===== config.mk =====
export PLATFORM = sky130hd
export DESIGN_NAME = lps_window_cell
export DESIGN_NICKNAME = d
export VERILOG_FILES = /design/src/rtl/lps_pkg.sv /design/src/rtl/lps_window_cell.sv
export SDC_FILE = /design/constraint.sdc
export NUM_CORES = 1
export LEC_CHECK = 0
export BUFFER_PORTS_ARGS = -buffer_cell sky130_fd_sc_hd__buf_4
export CELL_PAD_IN_SITES_DETAIL_PLACEMENT = 1
export CELL_PAD_IN_SITES_GLOBAL_PLACEMENT = 1
export CORE_MARGIN = 8
export CORE_UTILIZATION = 28
export CTS_BUF_LIST = sky130_fd_sc_hd__clkbuf_4 sky130_fd_sc_hd__clkbuf_8 sky130_fd_sc_hd__clkbuf_16
export CTS_CLUSTER_DIAMETER = 100
export CTS_CLUSTER_SIZE = 12
export DETAILED_ROUTE_END_ITERATION = 16
export HOLD_SLACK_MARGIN = 0.02
export PLACE_DENSITY_LB_ADDON = 0.1
export SETUP_SLACK_MARGIN = 0.1
export SKIP_CTS_REPAIR_TIMING = 1
export SYNTH_ARGS = -nofsm -noshare
export SYNTH_HDL_FRONTEND = slang
export SYNTH_SLANG_ARGS = --single-unit

===== constraint.sdc =====
create_clock -name aclk -period 0.8 [get_ports aclk]
set_input_delay 0.16 -clock aclk [delete_from_list [all_inputs] [get_ports aclk]]
set_output_delay 0.16 -clock aclk [all_outputs]
set_load 0.02 [all_outputs]

===== src/rtl/lps_pkg.sv =====
// ---------------------------------------------------------------------------
// lps_pkg
// Shared constants and types of the 3x3 Laplacian sharpening block: frame
// limits, register indexes, counter widths and the window/result structs.
// ---------------------------------------------------------------------------
package lps_pkg;

    // Frame limits
    localparam int MAX_WIDTH  = 2048;
    localparam int MAX_HEIGHT = 4096;

    // Field and register widths
    localparam int PIX_W        = 8;
    localparam int WIDTH_REG_W  = 12;
    localparam int HEIGHT_REG_W = 13;
    localparam int CFG_DATA_W   = 13;
    localparam int CFG_IDX_W    = 1;

    // Counter widths: columns stay below the width, rows run one row past
    // the frame during the drain and saturate at all ones
    localparam int COL_W = $clog2(MAX_WIDTH);
    localparam int ROW_W = $clog2(MAX_HEIGHT) + 1;
    localparam int EW    = $clog2(MAX_WIDTH + 1);
    localparam int EH    = $clog2(MAX_HEIGHT + 1);

    // Kernel arithmetic: eight neighbours summed, centre times ten
    localparam int CENTRE_WEIGHT = 10;
    localparam int SUM_W         = PIX_W + 3;
    localparam int POS_W         = PIX_W + 4;
    localparam int PIX_MAX       = (1 << PIX_W) - 1;

    // Line store word holds the upper and middle row samples of a column
    localparam int LINE_W = 2 * PIX_W;

    // Register indexes
    localparam logic [CFG_IDX_W-1:0] REG_IMAGE_WIDTH  = 1'd0;
    localparam logic [CFG_IDX_W-1:0] REG_IMAGE_HEIGHT = 1'd1;

    // Register reset values
    localparam logic [WIDTH_REG_W-1:0]  WIDTH_RESET  = 12'd640;
    localparam logic [HEIGHT_REG_W-1:0] HEIGHT_RESET = 13'd480;

    // One window column, top row first
    typedef struct packed {
        logic [PIX_W-1:0] top;
        logic [PIX_W-1:0] mid;
        logic [PIX_W-1:0] bot;
    } lps_col_t;

    // Border and position flags of one result
    typedef struct packed {
        logic no_top;
        logic no_bot;
        logic no_left;
        logic no_right;
        logic row_end;
        logic frame_end;
    } lps_flags_t;

    // One result
    typedef struct packed {
        logic [PIX_W-1:0] pix;
        logic             row_end;
        logic             frame_end;
    } lps_result_t;

endpackage


===== src/rtl/lps_window_cell.sv =====
// ---------------------------------------------------------------------------
// lps_window_cell
// One column of the 3x3 window. Takes a column from its neighbour on a
// shift and presents its own column to the next cell and the kernel.
// ---------------------------------------------------------------------------
module lps_window_cell
    import lps_pkg::*;
(
    input  logic     aclk,
    input  logic     aresetn,
    input  logic     shift_en,
    input  lps_col_t col_in,
    output lps_col_t col_out
);

    lps_col_t col_reg;

    always_ff @(posedge aclk) begin
        if (!aresetn) begin
            col_reg <= '0;
        end else if (shift_en) begin
            col_reg <= col_in;
        end
    end

    assign col_out = col_reg;

endmodule


# Word-level counts from Yosys, hierarchy flattened
# Cells that the tools add are included.
word_totals:
  register_bits: 24
  elab_cells: 3
  output_inout_bits: 24
  inputBits: 27

# Logic depth before layout (Yosys ltp)
logic_depth:
  depth_word: 0
  mapped_depth: 4
  mapped_depth_nobuf: 2

# Least setup slack after synthesis
# OpenSTA, ideal clock, no wires.
synth_path:
  path_kind: "input to register"
  startpoint: "input port shift_en"
  endpoint: "register col_reg, in the netlist col_out[0]"
  n_path_buf: 2
  required_time_ns: 0.684
  arrival_time_ns: 0.632
  setup_slack_ns: 0.052
  setup_time_ns: 0.116
  cell_stages: 4
  cell_sequence: "buf_6 -> buf_12 -> mux2i_1 -> nor2b_1"
synth_lines:
  columns: ["item", "line", "text"]
  rows:
  - ["start: declaration", "lps_window_cell.sv:11", "input logic shift_en,"]
  - ["end signal: assignment", "lps_window_cell.sv:22", "col_reg <= col_in;"]
  - ["end: declaration", "lps_window_cell.sv:16", "lps_col_t col_reg;"]

# Worst setup path after layout
layout_path:
  startpoint: "register col_reg, in the netlist col_out[14]"
  endpoint: "output port col_out[14] in the netlist's numbering"
layout_lines:
  columns: ["item", "line", "text"]
  rows:
  - ["end: declaration", "lps_window_cell.sv:13", "output lps_col_t col_out"]
# No word-level cell between the ends.

==> impl_metrics.yaml <==
placed_design:
  place_hpwl_microns: 1740
  place.port_buffers: 50
  placed_area_sq_mm: 0.00134
  routabilityCongestion: 0.681
clock_network:
  clkLatencyLatePin_ns: 0.30
  h-tree-depth: 1
  clock_sinks: 24
  clockBufferDepth: 2
  clk_pin_slew_worst_paths_ns: 0.13
  cts_tree: "yes"
  cts_buffers: 3
  cts-root-buf: "clkbuf_4"
global_route:
  grt_pass1_vias: 780
  grt_max_degree: 25
  grt_pass1_wl_microns: 3610
  grt_overflow_total: 0
  antenna_found_initial: 0
  track_usage: 0.0838
min_path:
  hold_depth: 3
  hp-class: "primary input to flip-flop"
  worstHoldStart: "col_in[18]"
  hold_end: "col_out[18]$_SDFFE_PN0P_"
critical_path:
  crit_start: "col_out[14]$_SDFFE_PN0P_"
  max_stage_delay_ns: 0.36
  cp.required_ns: 0.64
  cp_cell_sequence: "buf_6"
  crit_type: "flip-flop to primary output"
  critPathArrivalTime_ns: 0.78
  crit_family: "flip-flops"
  r2r_cells: 2
  r2r-end: "col_out[9]$_SDFFE_PN0P_"
  r2r_slack_ns: 0.16
  r2r-start: "col_out[9]$_SDFFE_PN0P_"
  endpoint_kind: "primary output"
  crit_buf_inv: 1
  cp_slowest_cell: "dfxtp_2"
  critPathLaunchType: "flip-flop"
  path_max_fanout: 2
route:
  totalWireLength_microns: 2250
  drc_errors: 0
  drt_first_iter_violations: 1
  post_drt_wl_per_cell_microns: 13.0
  ant_nets: 0
  vias_per_cell: 4.10
  num_vias: 710
  dr.pass1.iters: 2
synth:
  syn_avg_cell_area_sq_um: 12.1
  yosysUniqueCellTypes: 6
  synth_seq_cells: 24
  netlist_area_sq_um: 930
  seq_area_frac_synth: 0.517
  synth_cells: 77
  syn_nets: 104
  ys.warnings.count: 0
finish:
  layout.nets: 156
  multiInputGateArea_sq_um: 390
  largest_reg_flops: 24
  antenna_cells: 0
  n_fill_cell: 382
  regArea_sq_um: 510
  fin_util: 0.456
  syn_to_final_growth_pct: 59.9
  final_cell_area_sq_mm: 0.00149
  drive_above_1_share: 0.622
timing:
  drv_slew: 0
  final.setup.tns_ns: -3.08
  finalHoldViolCount: 0
  rsz0062_at_grt: "yes"
  fmax_mhz: 1070
  relSlewSlack: 0.873
  tightestPinTransition_ns: 0.191
  setup_slack_ns: -0.138
  period_share: 1.17
  period_needed_ns: 0.938
  finClkSkew_ns: 0
  setup_viol: 24
power_and_ir_drop:
  power_mw: 2.37
  ir_drop_uv: 572
  p_per_area_mw_per_mm2: 1600
  p_leak_nw: 0.694
run_status:
  failed_checks: "negative setup slack"
  outcome: "complete, but fails checks"
floorplanning:
  chipWidth_microns: 73.6
  dieArea_sq_mm: 0.00542
  core_sq_mm: 0.00326
  io-pin-count: 51
  rows: 21
  start_util: 0.285
  die_y_microns: 73.6
job:
  maxCapViolCount: 0
where the power goes:
group | internal (mW) | leakage (nW) | switching [mW]
combinational | 0.314 | 0.474 | 0.218
clock | 0.175 | 0.0138 | 0.338
sequential | 1.28 | 0.207 | 0.0485
cell usage in the layout (no fill, tap or decap):
master    Yosys  layout
buf_12        2       2
buf_4         0      26
buf_6         1      24
clkbuf_4      0       3
dfxtp_2       0      24
mux2i_1      24      24
nor2b_1      24      24
metal layers:
layer | global-route usage | part of all wire | up-vias
met2 | 0.127 | 0.46 | 28
met3 | 0.0396 | 0.10 | 2
met4 | 0.0333 | 0.0062 | 0
met5 | 0 | 0 | -
li1 | - | - | 353
met1 | 0.0988 | 0.43 | 327
area by class of cell:
| type | count | share of cell area |
|---|---|---|
| timing repair buffer | 52 | 0.340 |
| tap | 46 | 0.0387 |
| clock buffer | 3 | 0.0152 |
| sequential | 24 | 0.343 |
| multi-input combinational | 48 | 0.263 |
worst max-delay path by stage:
stage | end | depth (start not counted) | slack (ns)
6_report | col_out[14] | 1 | -0.14
5_1_grt | col_out[14] | 1 | -0.19
4_1_cts | col_out[14] | 1 | -0.19
3_5_place_dp | col_out[9]$_SDFFE_PN0P_ | 4 | -0.03
3_3_place_gp | col_out[6]$_SDFFE_PN0P_ | 4 | -0.002
2_1_floorplan | col_out[0]$_SDFFE_PN0P_ | 4 | 0.08
synth_stat cells:
cell	instances	share of area
buf_6	1	0.012
buf_12	2	0.043
clkbuf_1	2	0.0081
nor2b_1	24	0.16
dfxtp_1	24	0.52
mux2i_1	24	0.26
kinds of logic after synthesis:
logic type	count (synthesis)	synth area share
buffers and inverters	5	0.0633
muxes	24	0.258
DFF	24	0.517
and+or+nand+nor	24	0.162
per-stage QoR:
stage / setup WS (ns) / hold slack [ns] / cells
after floorplan: 0.0788 / 0.288 / 77
after global placement: -0.00174 / 0.418 / 170
after detailed placement: -0.0258 / 0.428 / 170
after CTS: -0.191 / 0.103 / 173
after global routing: -0.187 / 0.0891 / 173
final: -0.138 / 0.107 / 173
Note: power is estimated with default switching activity, not from simulation.
