--- src/rtl/lps_pkg.sv ---
// ---------------------------------------------------------------------------
// lps_pkg
// Shared constants and types of the 3x3 Laplacian sharpening block: frame
// limits, register indexes, counter widths and the window/result structs.
// ---------------------------------------------------------------------------
package lps_pkg;

    // Frame limits
    localparam int MAX_WIDTH  = 2048;
    localparam int MAX_HEIGHT = 4096;

    // Field and register widths
    localparam int PIX_W        = 8;
    localparam int WIDTH_REG_W  = 12;
    localparam int HEIGHT_REG_W = 13;
    localparam int CFG_DATA_W   = 13;
    localparam int CFG_IDX_W    = 1;

    // Counter widths: columns stay below the width, rows run one row past
    // the frame during the drain and saturate at all ones
    localparam int COL_W = $clog2(MAX_WIDTH);
    localparam int ROW_W = $clog2(MAX_HEIGHT) + 1;
    localparam int EW    = $clog2(MAX_WIDTH + 1);
    localparam int EH    = $clog2(MAX_HEIGHT + 1);

    // Kernel arithmetic: eight neighbours summed, centre times ten
    localparam int CENTRE_WEIGHT = 10;
    localparam int SUM_W         = PIX_W + 3;
    localparam int POS_W         = PIX_W + 4;
    localparam int PIX_MAX       = (1 << PIX_W) - 1;

    // Line store word holds the upper and middle row samples of a column
    localparam int LINE_W = 2 * PIX_W;

    // Register indexes
    localparam logic [CFG_IDX_W-1:0] REG_IMAGE_WIDTH  = 1'd0;
    localparam logic [CFG_IDX_W-1:0] REG_IMAGE_HEIGHT = 1'd1;

    // Register reset values
    localparam logic [WIDTH_REG_W-1:0]  WIDTH_RESET  = 12'd640;
    localparam logic [HEIGHT_REG_W-1:0] HEIGHT_RESET = 13'd480;

    // One window column, top row first
    typedef struct packed {
        logic [PIX_W-1:0] top;
        logic [PIX_W-1:0] mid;
        logic [PIX_W-1:0] bot;
    } lps_col_t;

    // Border and position flags of one result
    typedef struct packed {
        logic no_top;
        logic no_bot;
        logic no_left;
        logic no_right;
        logic row_end;
        logic frame_end;
    } lps_flags_t;

    // One result
    typedef struct packed {
        logic [PIX_W-1:0] pix;
        logic             row_end;
        logic             frame_end;
    } lps_result_t;

endpackage

--- src/rtl/lps_kernel.sv ---
// ---------------------------------------------------------------------------
// lps_kernel
// Laplacian sharpening kernel over the three window columns: ten times the
// centre less the neighbours inside the frame, clamped to the pixel range.
// ---------------------------------------------------------------------------
module lps_kernel
    import lps_pkg::*;
(
    input  lps_col_t    left_col,
    input  lps_col_t    centre_col,
    input  lps_col_t    right_col,
    input  lps_flags_t  flags,
    output lps_result_t result
);

    logic [SUM_W-1:0] nb_sum;
    logic [POS_W-1:0] centre_x10;
    logic [POS_W-1:0] diff;
    logic [PIX_W-1:0] pix;

    function automatic logic [SUM_W-1:0] term(input logic [PIX_W-1:0] v, input logic keep);
        term = keep ? SUM_W'(v) : '0;
    endfunction

    // Neighbour sum, zero padding at the frame borders
    always_comb begin
        nb_sum = term(left_col.top,   !flags.no_top && !flags.no_left)
               + term(left_col.mid,   !flags.no_left)
               + term(left_col.bot,   !flags.no_bot && !flags.no_left)
               + term(centre_col.top, !flags.no_top)
               + term(centre_col.bot, !flags.no_bot)
               + term(right_col.top,  !flags.no_top && !flags.no_right)
               + term(right_col.mid,  !flags.no_right)
               + term(right_col.bot,  !flags.no_bot && !flags.no_right);
    end

    // Weighted centre less neighbours, clamped
    always_comb begin
        centre_x10 = POS_W'(centre_col.mid) * POS_W'(CENTRE_WEIGHT);
        diff       = centre_x10 - POS_W'(nb_sum);
        if (POS_W'(nb_sum) > centre_x10) begin
            pix = '0;
        end else if (diff > POS_W'(PIX_MAX)) begin
            pix = PIX_W'(PIX_MAX);
        end else begin
            pix = diff[PIX_W-1:0];
        end
    end

    assign result.pix       = pix;
    assign result.row_end   = flags.row_end;
    assign result.frame_end = flags.frame_end;

endmodule

--- config.mk ---
export PLATFORM = sky130hd
export DESIGN_NAME = lps_kernel
export DESIGN_NICKNAME = d
export VERILOG_FILES = /design/src/rtl/lps_pkg.sv /design/src/rtl/lps_kernel.sv
export SDC_FILE = /design/constraint.sdc
export NUM_CORES = 1
export LEC_CHECK = 0
export CORE_MARGIN = 10
export CORE_UTILIZATION = 62
export DETAILED_ROUTE_END_ITERATION = 8
export DONT_BUFFER_PORTS = 1
export GPL_ROUTABILITY_DRIVEN = 0
export GPL_TIMING_DRIVEN = 0
export PLACE_DENSITY = 0.81
export SLEW_MARGIN = 20
export SYNTH_ARGS = -nofsm -noshare
export SYNTH_HDL_FRONTEND = slang
export SYNTH_SLANG_ARGS = --single-unit
--- constraint.sdc ---
create_clock -name vclk -period 6.8
set_input_delay 0.68 -clock vclk [all_inputs]
set_output_delay 0.68 -clock vclk [all_outputs]
set_load 0.05 [all_outputs]
Word level (Yosys, flattened, before mapping)
Cells that the tools add are included.
W data, S select, Z words.
- add/sub/neg operators: 8
- $mul: 1
- magnitude comparators: 2
- mux-type cells: 10
- reduce and logical (&&, ||, !) cells: 8
- operator list (operator ; count):
    $mux W8 ; 10
    $add A11 B8 Y11 ; 4
    $gt A11 B12 Y1 ; 1
    $gt A12 B8 Y1 const B ; 1
    $sub A12 B11 Y12 ; 1
    $add A10 B8 Y11 ; 1
    $mul A8 B3 Y11 const B ; 1
    $add A9 B8 Y10 ; 1
    $add A8 B8 Y9 ; 1
    $logic_and A1 B1 Y1 ; 4
    $logic_not A1 Y1 ; 4
- register bits: 0
- input port bits: 78
- output and inout port bits: 10
- word-level logic and storage cells: 29

Depth between registers and ports, before layout
- word-level depth: 14
- depth in mapped cells: 25
- mapped depth without buffers: 24

Worst setup path before layout
No wires, ideal clock.
- path type: in2out
- start: input flags[2] in the netlist's numbering
- end: output result[4] in the netlist's numbering
- arrival: 6836 ps
- data required time: 6120 ps
- setup slack: -716 ps
- cell stages on the path: 21
- path buffers: 1
- cells stage by stage: clkbuf_1 > nor2_1 > and2_1 > fa_1 > fa_1 > fa_1 > inv_1 > fa_1 > inv_1 > fa_1 > a21o_1 > a21oi_1 > o21bai_1 > a21oi_1 > xor2_1 > ha_1 > and3_1 > a22o_1 > or2_1 > o211a_2 > a31oi_1
- RTL lines (what ; line ; text):
    start: declaration ; lps_kernel.sv:12 ; input lps_flags_t flags,
    end: declaration ; lps_kernel.sv:13 ; output lps_result_t result

==> flow_summary_export.csv <==
group,metric,value,unit
run_status,status,"complete, but fails checks",
run_status,failed_checks,"negative setup slack",
grt,grt_pass1_wl,10400,µm
floorplanning,initial_utilization,0.633,
power_and_ir_drop,cellPowerDensity,563,mW/mm²
logic_synthesis,synth_area,0.00274,mm²
cells_and_area,nClkBuffers,0,
logic_synthesis,syn_nets,473,
logic_synthesis,ys_warn_count,0,
cells_and_area,multi_input_area,0.00275,mm²
sta,fin_tns_setup,-1410,ps
logic_synthesis,synth_cells,312,
logic_synthesis,synth_top_area_share,0.359,
power_and_ir_drop,p_int,0.723,mW
worst_hold_path,hold_class,"in2out",
critical_path,cp_max_fo,10,
cells_and_area,n_fill_cell,327,
sta,final_max_slew_viol_count,0,
placed_design,port_buffers,0,
cells_and_area,fin_nets,489,
sta,tightest_slew,528,ps
sta,setup_violations,8,
power_and_ir_drop,p_seq_frac,0,
logic_synthesis,synth_top_cell_by_area,"fa_1",
power_and_ir_drop,power.net_switching,1.09,mW
placed_design,hpwl,5580,µm
sta,max-slew-margin-rel,0.647,
logic_synthesis,yosysSeqAreaShare,0,
floorplanning,die_area,0.00747,mm²
grt,grt_overflow,0,
placed_design,dp.cells,364,
drt,vias,2190,
critical_path,endpoint_kind,"output pin",
sta,rsz0062_at_grt,"true",
grt,track_usage,0.165,
cells_and_area,postLayoutCoreUtil,0.746,
grt,met2_usage,0.299,
sta,setup_slack,-177,ps
floorplanning,rows,24,
floorplanning,die_h,86.4,µm
drt,wl_per_cell,17.6,µm
sta,max_freq,143,MHz
sta,timing.final.crit_share,1.03,
drt,drc,0,
sta,finalHoldViolCount,0,
power_and_ir_drop,clkPwrFrac,0,
placed_design,postPlaceCellArea,0.00301,mm²
sta,finalCriticalPeriod,6980,ps
power_and_ir_drop,ir_worst_vdd,0.432,mV
critical_path,critical_path_class,"in2out",
power_and_ir_drop,power_frac_comb,1.000,
cells_and_area,final_cells,379,
power_and_ir_drop,p_leak,1.49,nW
grt,grt_max_degree,11,
cells_and_area,layout_common_cells,"inv_1 (53), fa_1 (48), ha_1 (30)",
cells_and_area,seq_area,0,µm²
power_and_ir_drop,swShare,0.602,
job,maxCapViolations,0,
drt,routed_wirelength,6670,µm
cells_and_area,final_common_cell,"inv_1",
drt,antenna_left,0,
logic_synthesis,syn_avg_cell_area,8.77,µm²
cells_and_area,seq_cells,0,
logic_synthesis,synth_area_leaders,"fa_1 (36%), ha_1 (16%), inv_1 (7.4%)",
grt,use_met1,0.206,
floorplanning,die_x,86.4,µm
cells_and_area,postLayoutCellArea,0.00322,mm²
drt,first_pass_iters,4,
grt,top_usage_layer,"met2",
critical_path,crit_required,6120,ps
logic_synthesis,yosysUniqueCellTypes,42,
cells_and_area,drive_gt1_frac,0.172,
critical_path,start_kind,"input port",
drt,drt_iter0_drc,90,
floorplanning,core,0.00432,mm²
grt,grt_antenna_before_repair,1,
drt,vias_per_cell,5.78,
grt,met3_usage,0.0244,
floorplanning,ios,88,
cells_and_area,area_delta_synth_final,17.9,%
critical_path,arrival,6300,ps
grt,grt_pass1_vias,2233,
sta,holdWs,1530,ps
==> per-stage QoR <==
step                      setup WS, ps  total power [mW]
after floorplan                   -154              1.41
after global placement            -506              1.59
after detailed placement          -563              1.62
after CTS                         -140              1.75
after global routing              -355              1.98
final                             -177              1.82
==> per-layer routing <==
layer | vias up | wire (µm)
met5 | - | 0
met4 | 0 | 60
met3 | 4 | 296
met2 | 53 | 3730
met1 | 1090 | 2580
li1 | 1043 | -
==> kinds of logic (layout without fill, tap and decap cells) <==
| group | Yosys count | after routing | share of synthesized area |
|---|---|---|---|
| simple gates | 95 | 95 | 0.194 |
| other cells | 0 | 1 | 0 |
| fa+ha+maj | 83 | 83 | 0.514 |
| compound gates | 57 | 57 | 0.152 |
| xor+xnor | 17 | 17 | 0.0544 |
| buf+inv | 60 | 74 | 0.0851 |
==> worst max-delay path, stage by stage <==
cell,delay [ps]
clkbuf_8,150
nor2_4,150
and2_1,170
fa_1,450
fa_1,510
fa_1,540
fa_1,420
ha_2,210
fa_2,350
a21o_1,200
a21oi_2,170
o21bai_1,100
a21oi_2,240
xor2_2,220
ha_1,280
a21o_1,210
a22o_1,210
or4_4,490
a22oi_4,160
buf_12,180
a31oi_4,200
==> power by group through the flow <==
stage / combinational (mW) / clock [mW] / sequential [mW]
final: 1.82 / 0.0000000197 / 0
after CTS: 1.75 / 0 / 0
after global placement: 1.59 / 0 / 0
after global routing: 1.98 / 0.0000000197 / 0
after floorplan: 1.41 / 0 / 0
after detailed placement: 1.62 / 0 / 0
==> final cells by class <==
| type | instances | share of cell area |
|---|---|---|
| inverter | 54 | 0.0629 |
| multi-input combinational | 252 | 0.853 |
| buffer | 6 | 0.0225 |
| tap | 52 | 0.0202 |
| antenna | 1 | 0.000776 |
| timing repair buffer | 14 | 0.0404 |
==> cell usage after synthesis (2+ instances only) <==
master	n
nand2_1	16
clkbuf_1	4
o21a_1	5
nor2b_1	20
o21ai_0	2
a211oi_1	3
a21oi_1	9
nor3_1	3
nor2_1	10
o21ai_1	5
and2_1	20
xor2_1	6
fa_1	49
nand2b_1	18
buf_4	2
a31oi_1	10
a21o_1	7
inv_1	54
o211ai_1	2
nand3_1	2
xnor2_1	11
ha_1	34
==> timing repair <==
| action | in CTS | in global routing |
|---|---|---|
| resized for setup | 7 | 7 |
| hold buffers | 0 | 0 |
| setup buffers | 13 | 1 |
| endpoints found under the setup margin | 8 | 8 |
| pin swaps | 23 | 20 |
| gates cloned | 0 | 0 |
==> worst paths after layout <==
check	from	end	slack, ps	depth (start not counted)
worst max-delay path	flags[5]	result[8]	-180	21
worst min-delay path	flags[0]	result[0]	1530	1
Note: power is estimated with default switching activity, not from simulation.
